**src/u8u16_pkg.sv**
```systemverilog
package u8u16_pkg;

   localparam int ByteWidth = 8;
   localparam int UnitWidth = 16;
   localparam int CodeWidth = 21;
   localparam int PendWidth = 2;

   typedef logic [ByteWidth-1:0] byte_type;
   typedef logic [UnitWidth-1:0] unit_type;
   typedef logic [CodeWidth-1:0] code_type;
   typedef logic [PendWidth-1:0] pend_type;

   // lead byte prefixes and masks
   localparam byte_type Lead2Mask  = 8'hE0;
   localparam byte_type Lead2Code  = 8'hC0;
   localparam byte_type Lead3Mask  = 8'hF0;
   localparam byte_type Lead3Code  = 8'hE0;
   localparam byte_type Lead4Mask  = 8'hF8;
   localparam byte_type Lead4Code  = 8'hF0;
   localparam byte_type ContMask   = 8'hC0;
   localparam byte_type ContCode   = 8'h80;
   localparam byte_type ContBits   = 8'h3F;
   localparam byte_type Lead2Bits  = 8'h1F;
   localparam byte_type Lead3Bits  = 8'h0F;
   localparam byte_type Lead4Bits  = 8'h07;

   localparam code_type SuppBase   = 21'h10000;
   localparam unit_type HighSurr   = 16'hD800;
   localparam unit_type LowSurr    = 16'hDC00;

   typedef struct packed {
      unit_type unit;
      logic     last;
   } slot_type;

endpackage

```
**src/u8u16_if.sv**
```systemverilog
interface u8u16_req_if
   import u8u16_pkg::*;
();
   logic     valid;
   logic     ready;
   byte_type byte_in;
   logic     end_of_text;

   modport source (output valid, output byte_in, output end_of_text, input ready);
   modport sink (input valid, input byte_in, input end_of_text, output ready);
endinterface

interface u8u16_rsp_if
   import u8u16_pkg::*;
();
   logic     valid;
   logic     ready;
   unit_type unit_out;
   logic     last_unit;

   modport source (output valid, output unit_out, output last_unit, input ready);
   modport sink (input valid, input unit_out, input last_unit, output ready);
endinterface

```
**src/utf8_to_utf16_decoder_unit.sv**
```systemverilog
// Channel    Dir  Payload                         Handshake
// req_chan   in   byte_in[7:0], end_of_text       valid/ready
// rsp_chan   out  unit_out[15:0], last_unit       valid/ready
//
// One byte is taken per cycle; the decode sits between the sequence state
// registers and a two-entry result register. A byte that completes a code
// point at or above 0x10000 fills both entries, so the next byte waits
// while the high surrogate drains. Synchronous reset clears the
// open sequence and empties the result register. A stalled rsp_chan holds
// off req_chan once the result register cannot drain in the same cycle.
module utf8_to_utf16_decoder_unit
   import u8u16_pkg::*;
(
   input  logic            clock,
   input  logic            reset,
   u8u16_req_if.sink       req_chan,
   u8u16_rsp_if.source     rsp_chan
);

   code_type partial_ff, partial_in;
   pend_type pending_ff, pending_in;
   slot_type slot0_ff, slot0_in;
   slot_type slot1_ff, slot1_in;
   logic [1:0] cnt_ff, cnt_in;

   logic     accept;
   logic     pop;
   logic [1:0] n_emit;
   code_type emit_code;
   code_type supp;
   byte_type b;

   assign b        = req_chan.byte_in;
   assign pop      = rsp_chan.valid && rsp_chan.ready;
   assign req_chan.ready = (cnt_ff == 2'd0) || (cnt_ff == 2'd1 && rsp_chan.ready);
   assign accept   = req_chan.valid && req_chan.ready;

   assign rsp_chan.valid     = (cnt_ff != 2'd0);
   assign rsp_chan.unit_out  = slot0_ff.unit;
   assign rsp_chan.last_unit = slot0_ff.last;

   // sequence decode
   always_comb begin
      code_type shifted;
      shifted    = {partial_ff[CodeWidth-7:0], b[5:0]};
      partial_in = partial_ff;
      pending_in = pending_ff;
      emit_code  = '0;
      n_emit     = 2'd0;
      if (pending_ff != '0 && (b & ContMask) == ContCode) begin
         pending_in = pending_ff - pend_type'(1);
         if (pending_ff == pend_type'(1)) begin
            emit_code  = shifted;
            n_emit     = 2'd1;
            partial_in = '0;
         end else begin
            partial_in = shifted;
         end
      end else begin
         partial_in = '0;
         pending_in = '0;
         if (b[7] == 1'b0) begin
            emit_code = code_type'(b);
            n_emit    = 2'd1;
         end else if ((b & Lead2Mask) == Lead2Code) begin
            partial_in = code_type'(b & Lead2Bits);
            pending_in = pend_type'(1);
         end else if ((b & Lead3Mask) == Lead3Code) begin
            partial_in = code_type'(b & Lead3Bits);
            pending_in = pend_type'(2);
         end else if ((b & Lead4Mask) == Lead4Code) begin
            partial_in = code_type'(b & Lead4Bits);
            pending_in = pend_type'(3);
         end
      end
      if (req_chan.end_of_text) begin
         partial_in = '0;
         pending_in = '0;
      end
   end

   assign supp = emit_code - SuppBase;

   // result register
   always_comb begin
      slot0_in = slot0_ff;
      slot1_in = slot1_ff;
      cnt_in   = cnt_ff;
      if (accept) begin
         if (emit_code[CodeWidth-1:16] != '0) begin
            slot0_in.unit = HighSurr + unit_type'(supp[CodeWidth-1:10]);
            slot0_in.last = 1'b0;
            slot1_in.unit = LowSurr | unit_type'(supp[9:0]);
            slot1_in.last = 1'b1;
            cnt_in        = (n_emit != 2'd0) ? 2'd2 : 2'd0;
         end else begin
            slot0_in.unit = emit_code[UnitWidth-1:0];
            slot0_in.last = 1'b1;
            cnt_in        = n_emit;
         end
      end else if (pop) begin
         if (cnt_ff == 2'd2) begin
            slot0_in = slot1_ff;
            cnt_in   = 2'd1;
         end else begin
            cnt_in   = 2'd0;
         end
      end
   end

   always_ff @(posedge clock) begin
      if (reset) begin
         partial_ff <= '0;
         pending_ff <= '0;
         cnt_ff     <= 2'd0;
      end else begin
         if (accept) begin
            partial_ff <= partial_in;
            pending_ff <= pending_in;
         end
         cnt_ff <= cnt_in;
      end
      slot0_ff <= slot0_in;
      slot1_ff <= slot1_in;
   end

   // a new transfer only lands on a result register that is empty or drains this cycle
   a_no_overwrite: assert property (@(posedge clock) disable iff (reset)
      accept |-> (cnt_ff == 2'd0 || (cnt_ff == 2'd1 && pop)))
      else $error("result register overwritten");

   a_pair_order: assert property (@(posedge clock) disable iff (reset)
      cnt_ff == 2'd2 |-> (!slot0_ff.last && slot1_ff.last))
      else $error("surrogate pair out of order");

   a_end_clears: assert property (@(posedge clock) disable iff (reset)
      (accept && req_chan.end_of_text) |=> (pending_ff == '0 && partial_ff == '0))
      else $error("sequence left open after end of text");

   a_reset_clears: assert property (@(posedge clock)
      reset |=> (pending_ff == '0 && cnt_ff == 2'd0))
      else $error("state not cleared by reset");

   a_drain_pair: assert property (@(posedge clock) disable iff (reset)
      (cnt_ff == 2'd2 && pop) |=> (cnt_ff == 2'd1 && slot0_ff.last))
      else $error("low surrogate lost");

endmodule

```
**src/flat_wrapper.sv**
```systemverilog
// flat-port wrapper written by rule: the top's interface ports become plain ports
module utf8_to_utf16_decoder_unit_flat import u8u16_pkg::*;
  (clock, reset, req_chan_valid, req_chan_byte_in, req_chan_end_of_text, req_chan_ready, rsp_chan_valid, rsp_chan_unit_out, rsp_chan_last_unit, rsp_chan_ready);
  u8u16_req_if req_chan_i ();
  u8u16_rsp_if rsp_chan_i ();
  input  logic clock;
  input  logic reset;
  input wire logic [$bits(req_chan_i.valid)-1:0] req_chan_valid;
  input wire logic [$bits(req_chan_i.byte_in)-1:0] req_chan_byte_in;
  input wire logic [$bits(req_chan_i.end_of_text)-1:0] req_chan_end_of_text;
  output wire logic [$bits(req_chan_i.ready)-1:0] req_chan_ready;
  output wire logic [$bits(rsp_chan_i.valid)-1:0] rsp_chan_valid;
  output wire logic [$bits(rsp_chan_i.unit_out)-1:0] rsp_chan_unit_out;
  output wire logic [$bits(rsp_chan_i.last_unit)-1:0] rsp_chan_last_unit;
  input wire logic [$bits(rsp_chan_i.ready)-1:0] rsp_chan_ready;
  assign req_chan_i.valid = req_chan_valid;
  assign req_chan_i.byte_in = req_chan_byte_in;
  assign req_chan_i.end_of_text = req_chan_end_of_text;
  assign req_chan_ready = req_chan_i.ready;
  assign rsp_chan_valid = rsp_chan_i.valid;
  assign rsp_chan_unit_out = rsp_chan_i.unit_out;
  assign rsp_chan_last_unit = rsp_chan_i.last_unit;
  assign rsp_chan_i.ready = rsp_chan_ready;
  utf8_to_utf16_decoder_unit u_core (.clock(clock), .reset(reset), .req_chan(req_chan_i), .rsp_chan(rsp_chan_i));
endmodule
```
**config.mk**
```make
export PLATFORM = sky130hd
export DESIGN_NAME = utf8_to_utf16_decoder_unit_flat
export DESIGN_NICKNAME = d
export VERILOG_FILES = /design/src/u8u16_pkg.sv /design/src/u8u16_if.sv /design/src/utf8_to_utf16_decoder_unit.sv /design/src/flat_wrapper.sv
export SDC_FILE = /design/constraint.sdc
export NUM_CORES = 1
export LEC_CHECK = 0
export BUFFER_PORTS_ARGS = -buffer_cell sky130_fd_sc_hd__buf_2
export CAP_MARGIN = 20
export CORE_ASPECT_RATIO = 1.4
export CORE_MARGIN = 3
export CORE_UTILIZATION = 50
export DETAILED_ROUTE_END_ITERATION = 10
export PLACE_DENSITY_LB_ADDON = 0.2
export SYNTH_ARGS = -nofsm -noshare
export SYNTH_HDL_FRONTEND = slang
export SYNTH_SLANG_ARGS = --single-unit
```
**constraint.sdc**
```tcl
create_clock -name clock -period 2.7 [get_ports clock]
set_input_delay 0.27 -clock clock [delete_from_list [all_inputs] [get_ports clock]]
set_output_delay 0.27 -clock clock [all_outputs]
set_load 0.01 [all_outputs]
```
==> flow_summary.yaml <==
pwr:
  leakagePower_uw: 0.0009905
  power_density_mw_per_mm2: 512.8
  peakVddDrop_mv: 0.2787
floorplanning:
  die_h_um: 83.45
  initial_core_util_pct: 53.28
  fp-row-count: 27
  dieArea_mm2: 0.005116
  fp.dieW_um: 61.32
  io_pins: 32
  core_mm2: 0.004020
timing:
  worst_slack_ns: 0.1843
  finClkSkew_ns: 0.005299
  worst_slew_pin_slew_ns: 0.6752
  holdWs_ns: 0.2164
  finalCritPeriodShare_pct: 93.17
  final.setup.tns_ns: 0
  period_minus_slack_ns: 2.516
  slew_headroom_pct: 54.88
  setup_viol: 0
  finalMaxSlewViolations: 0
  finalHoldViolations: 0
  clock.fmax_ghz: 0.3975
global_routing:
  grt_remaining_overflow: 0
  antenna_found_initial: 0
  grt_pass1_vias: 1503
  groute.usage.overall_pct: 19.73
  top_usage_layer: "met2"
  grt_pass1_wl_um: 7403
  grt_max_degree: 26
  grt_use_met1_pct: 26.68
  grt_util_met3_pct: 3.266
  gr-usage-met2_pct: 30.25
critical_path:
  reg2reg_depth: 10
  worstSetupStartpoint: "u_core.pending_ff[0]"
  cp_max_fo: 11
  arrival_ns: 2.56
  rr_startpoint: "u_core.pending_ff[0]"
  setup.worst_path.end: "u_core.rsp_chan.unit_out[6]"
  crit_path_end_kind: "flip-flop"
  worstPathRequired_ns: 2.75
  r2r_end: "u_core.rsp_chan.unit_out[6]"
  reg2reg_slack_ns: 0.18
  crit_type: "reg -> reg"
  cpMaxStageDelayCell: "nor4b_4"
  cp-start-kind: "flip-flop"
  slowest_delay_ns: 0.38
  path_cells: "inv_1 -> ha_1 -> and4bb_4 -> nand2_1 -> ha_1 -> nor4b_4 -> nor3_2 -> nand2_1 -> clkinvlp_4 -> a221o_1"
clock_network:
  htreeDepth: 2
  cts_buffer_depth: 2
  cts_tree: "yes"
  postCtsHoldBufs: 0
  clk_pin_slew_ns: 0.08
  root_buffer: "clkbuf_8"
  cts_made_buffers: 5
  cts.sinks: 46
  clock_latency_ns: 0.30
run_status:
  status: "finished, final reports clean"
detailed_routing:
  viasPerCell: 5.817
  drt-initial-drc-count: 79
  drc_errors: 0
  ant_nets: 0
  num_vias: 1652
  wl_per_cell_um: 16.35
  firstDrtPassIters: 4
  totalWireLength_um: 4644
synth:
  synth_edf_count: 27
  syn-num-nets: 214
  netlist_area_mm2: 0.002142
  syn_inst: 198
  synth_cell_types: 41
  syn_area_per_cell_um2: 10.82
  async_reset_ff_share_pct: 0
  yosysWarningCount: 0
  ys_seq_elements: 46
  ys_seq_area_share_pct: 55.61
  synthFlopType: "edfxtp_1"
finish:
  area_delta_synth_final_pct: 16.88
  layout_commonest_cell: "buf_2"
  antenna_cells: 0
  drive_above_1_share_pct: 24.90
  final_util_pct: 62.28
  stdcell_count: 284
  nets: 256
  layout_common_cells: "buf_2, edfxtp_1, nand2_1"
run:
  drv_cap: 0
hold_path:
  hold_depth: 2
  hold_class: "in -> reg"
  hold_start: "req_chan_byte_in[0]"
placed_design:
  place.port_buffers: 31
  place_congestion: 0.8690
  dp_hpwl_um: 3271
  placed_cells: 272
  place_ws_ns: 0.07428
worst max-delay path: cells and delay by family, from the launching register on:
family | cells | cell delay (ns)
flip-flops | 1 | 0.34
buffers and inverters | 2 | 0.20
adder cells (fa/ha/maj) | 2 | 0.42
AND/OR/NAND/NOR | 5 | 1.00
AO/OA/AOI/OAI | 1 | 0.30
where the power goes:
| part | internal (µW) | switching (µW) |
|---|---|---|
| Combinational | 43.4 | 70.3 |
| Clock | 177 | 229 |
| Sequential | 759 | 5.05 |
flip-flops by register name, indices dropped and copies added (netlist names):
name / count
u_core.slot1_ff: 10
u_core.partial_ff: 15
u_core.cnt_ff: 2
u_core.rsp_chan.last_unit: 1
u_core.pending_ff: 2
u_core.rsp_chan.unit_out: 16
metrics by stage:
stage | cell area [µm²] | total power (µW)
3_5_place_dp | 2376 | 893.7
2_1_floorplan | 2142 | 843.7
6_report | 2504 | 1284
5_1_grt | 2504 | 1333
4_1_cts | 2461 | 1297
3_3_place_gp | 2376 | 893.5
how the worst min path moves through the flow:
stage                           end  slack [ns]
6_report       u_core.partial_ff[0]        0.22
5_1_grt        u_core.partial_ff[0]        0.22
4_1_cts        u_core.partial_ff[1]        0.21
3_5_place_dp   u_core.pending_ff[1]        0.45
3_3_place_gp   u_core.pending_ff[1]        0.45
2_1_floorplan  u_core.partial_ff[0]        0.40
synth_stat cells (all sizes together) (3+ instances only):
library cell | n | area [µm²]
clkbuf | 4 | 15.01
dfxtp | 19 | 380.4
ha | 3 | 37.54
o21ai | 10 | 50.04
a21o | 4 | 30.03
nand2b | 6 | 37.54
inv | 11 | 41.29
nand3 | 3 | 15.01
edfxtp | 27 | 810.8
nand4 | 3 | 18.77
nor2b | 3 | 18.77
nor2 | 16 | 60.06
buf | 3 | 12.51
a21oi | 6 | 30.03
a22oi | 18 | 135.1
nand2 | 20 | 75.07
nor3 | 5 | 25.02
and2 | 8 | 50.05
a22o | 3 | 26.28
metal layers:
layer,vias up,wire (µm)
met5,-,0
met4,0,97
met3,7,225
met2,49,2321
met1,783,1999
li1,813,-
cells by family (layout without fill, tap and decap cells):
logic type	Yosys count	count (layout)	synth area share (%)
compound gates	51	51	16.36
xor+xnor	2	2	0.8179
fa+ha+maj	3	3	1.753
buf+inv	18	61	3.212
flops	46	46	55.61
mux	2	2	1.051
simple gates	76	76	21.20
final cells by class:
class,count,area (µm²)
Clock inverter,3,16.27
Timing Repair Buffer,42,237.7
Tap cell,43,53.80
Multi-Input combinational cell,134,890.9
Fill cell,318,1516
Clock buffer,5,68.82
Inverter,11,45.04
Sequential cell,46,1191
timing repair:
item / in CTS / in global routing
setup endpoints to repair: 0 / 11
gates resized for setup: 0 / 3
buffers inserted: 0 / 4
Note: power is estimated with default switching activity, not from simulation.
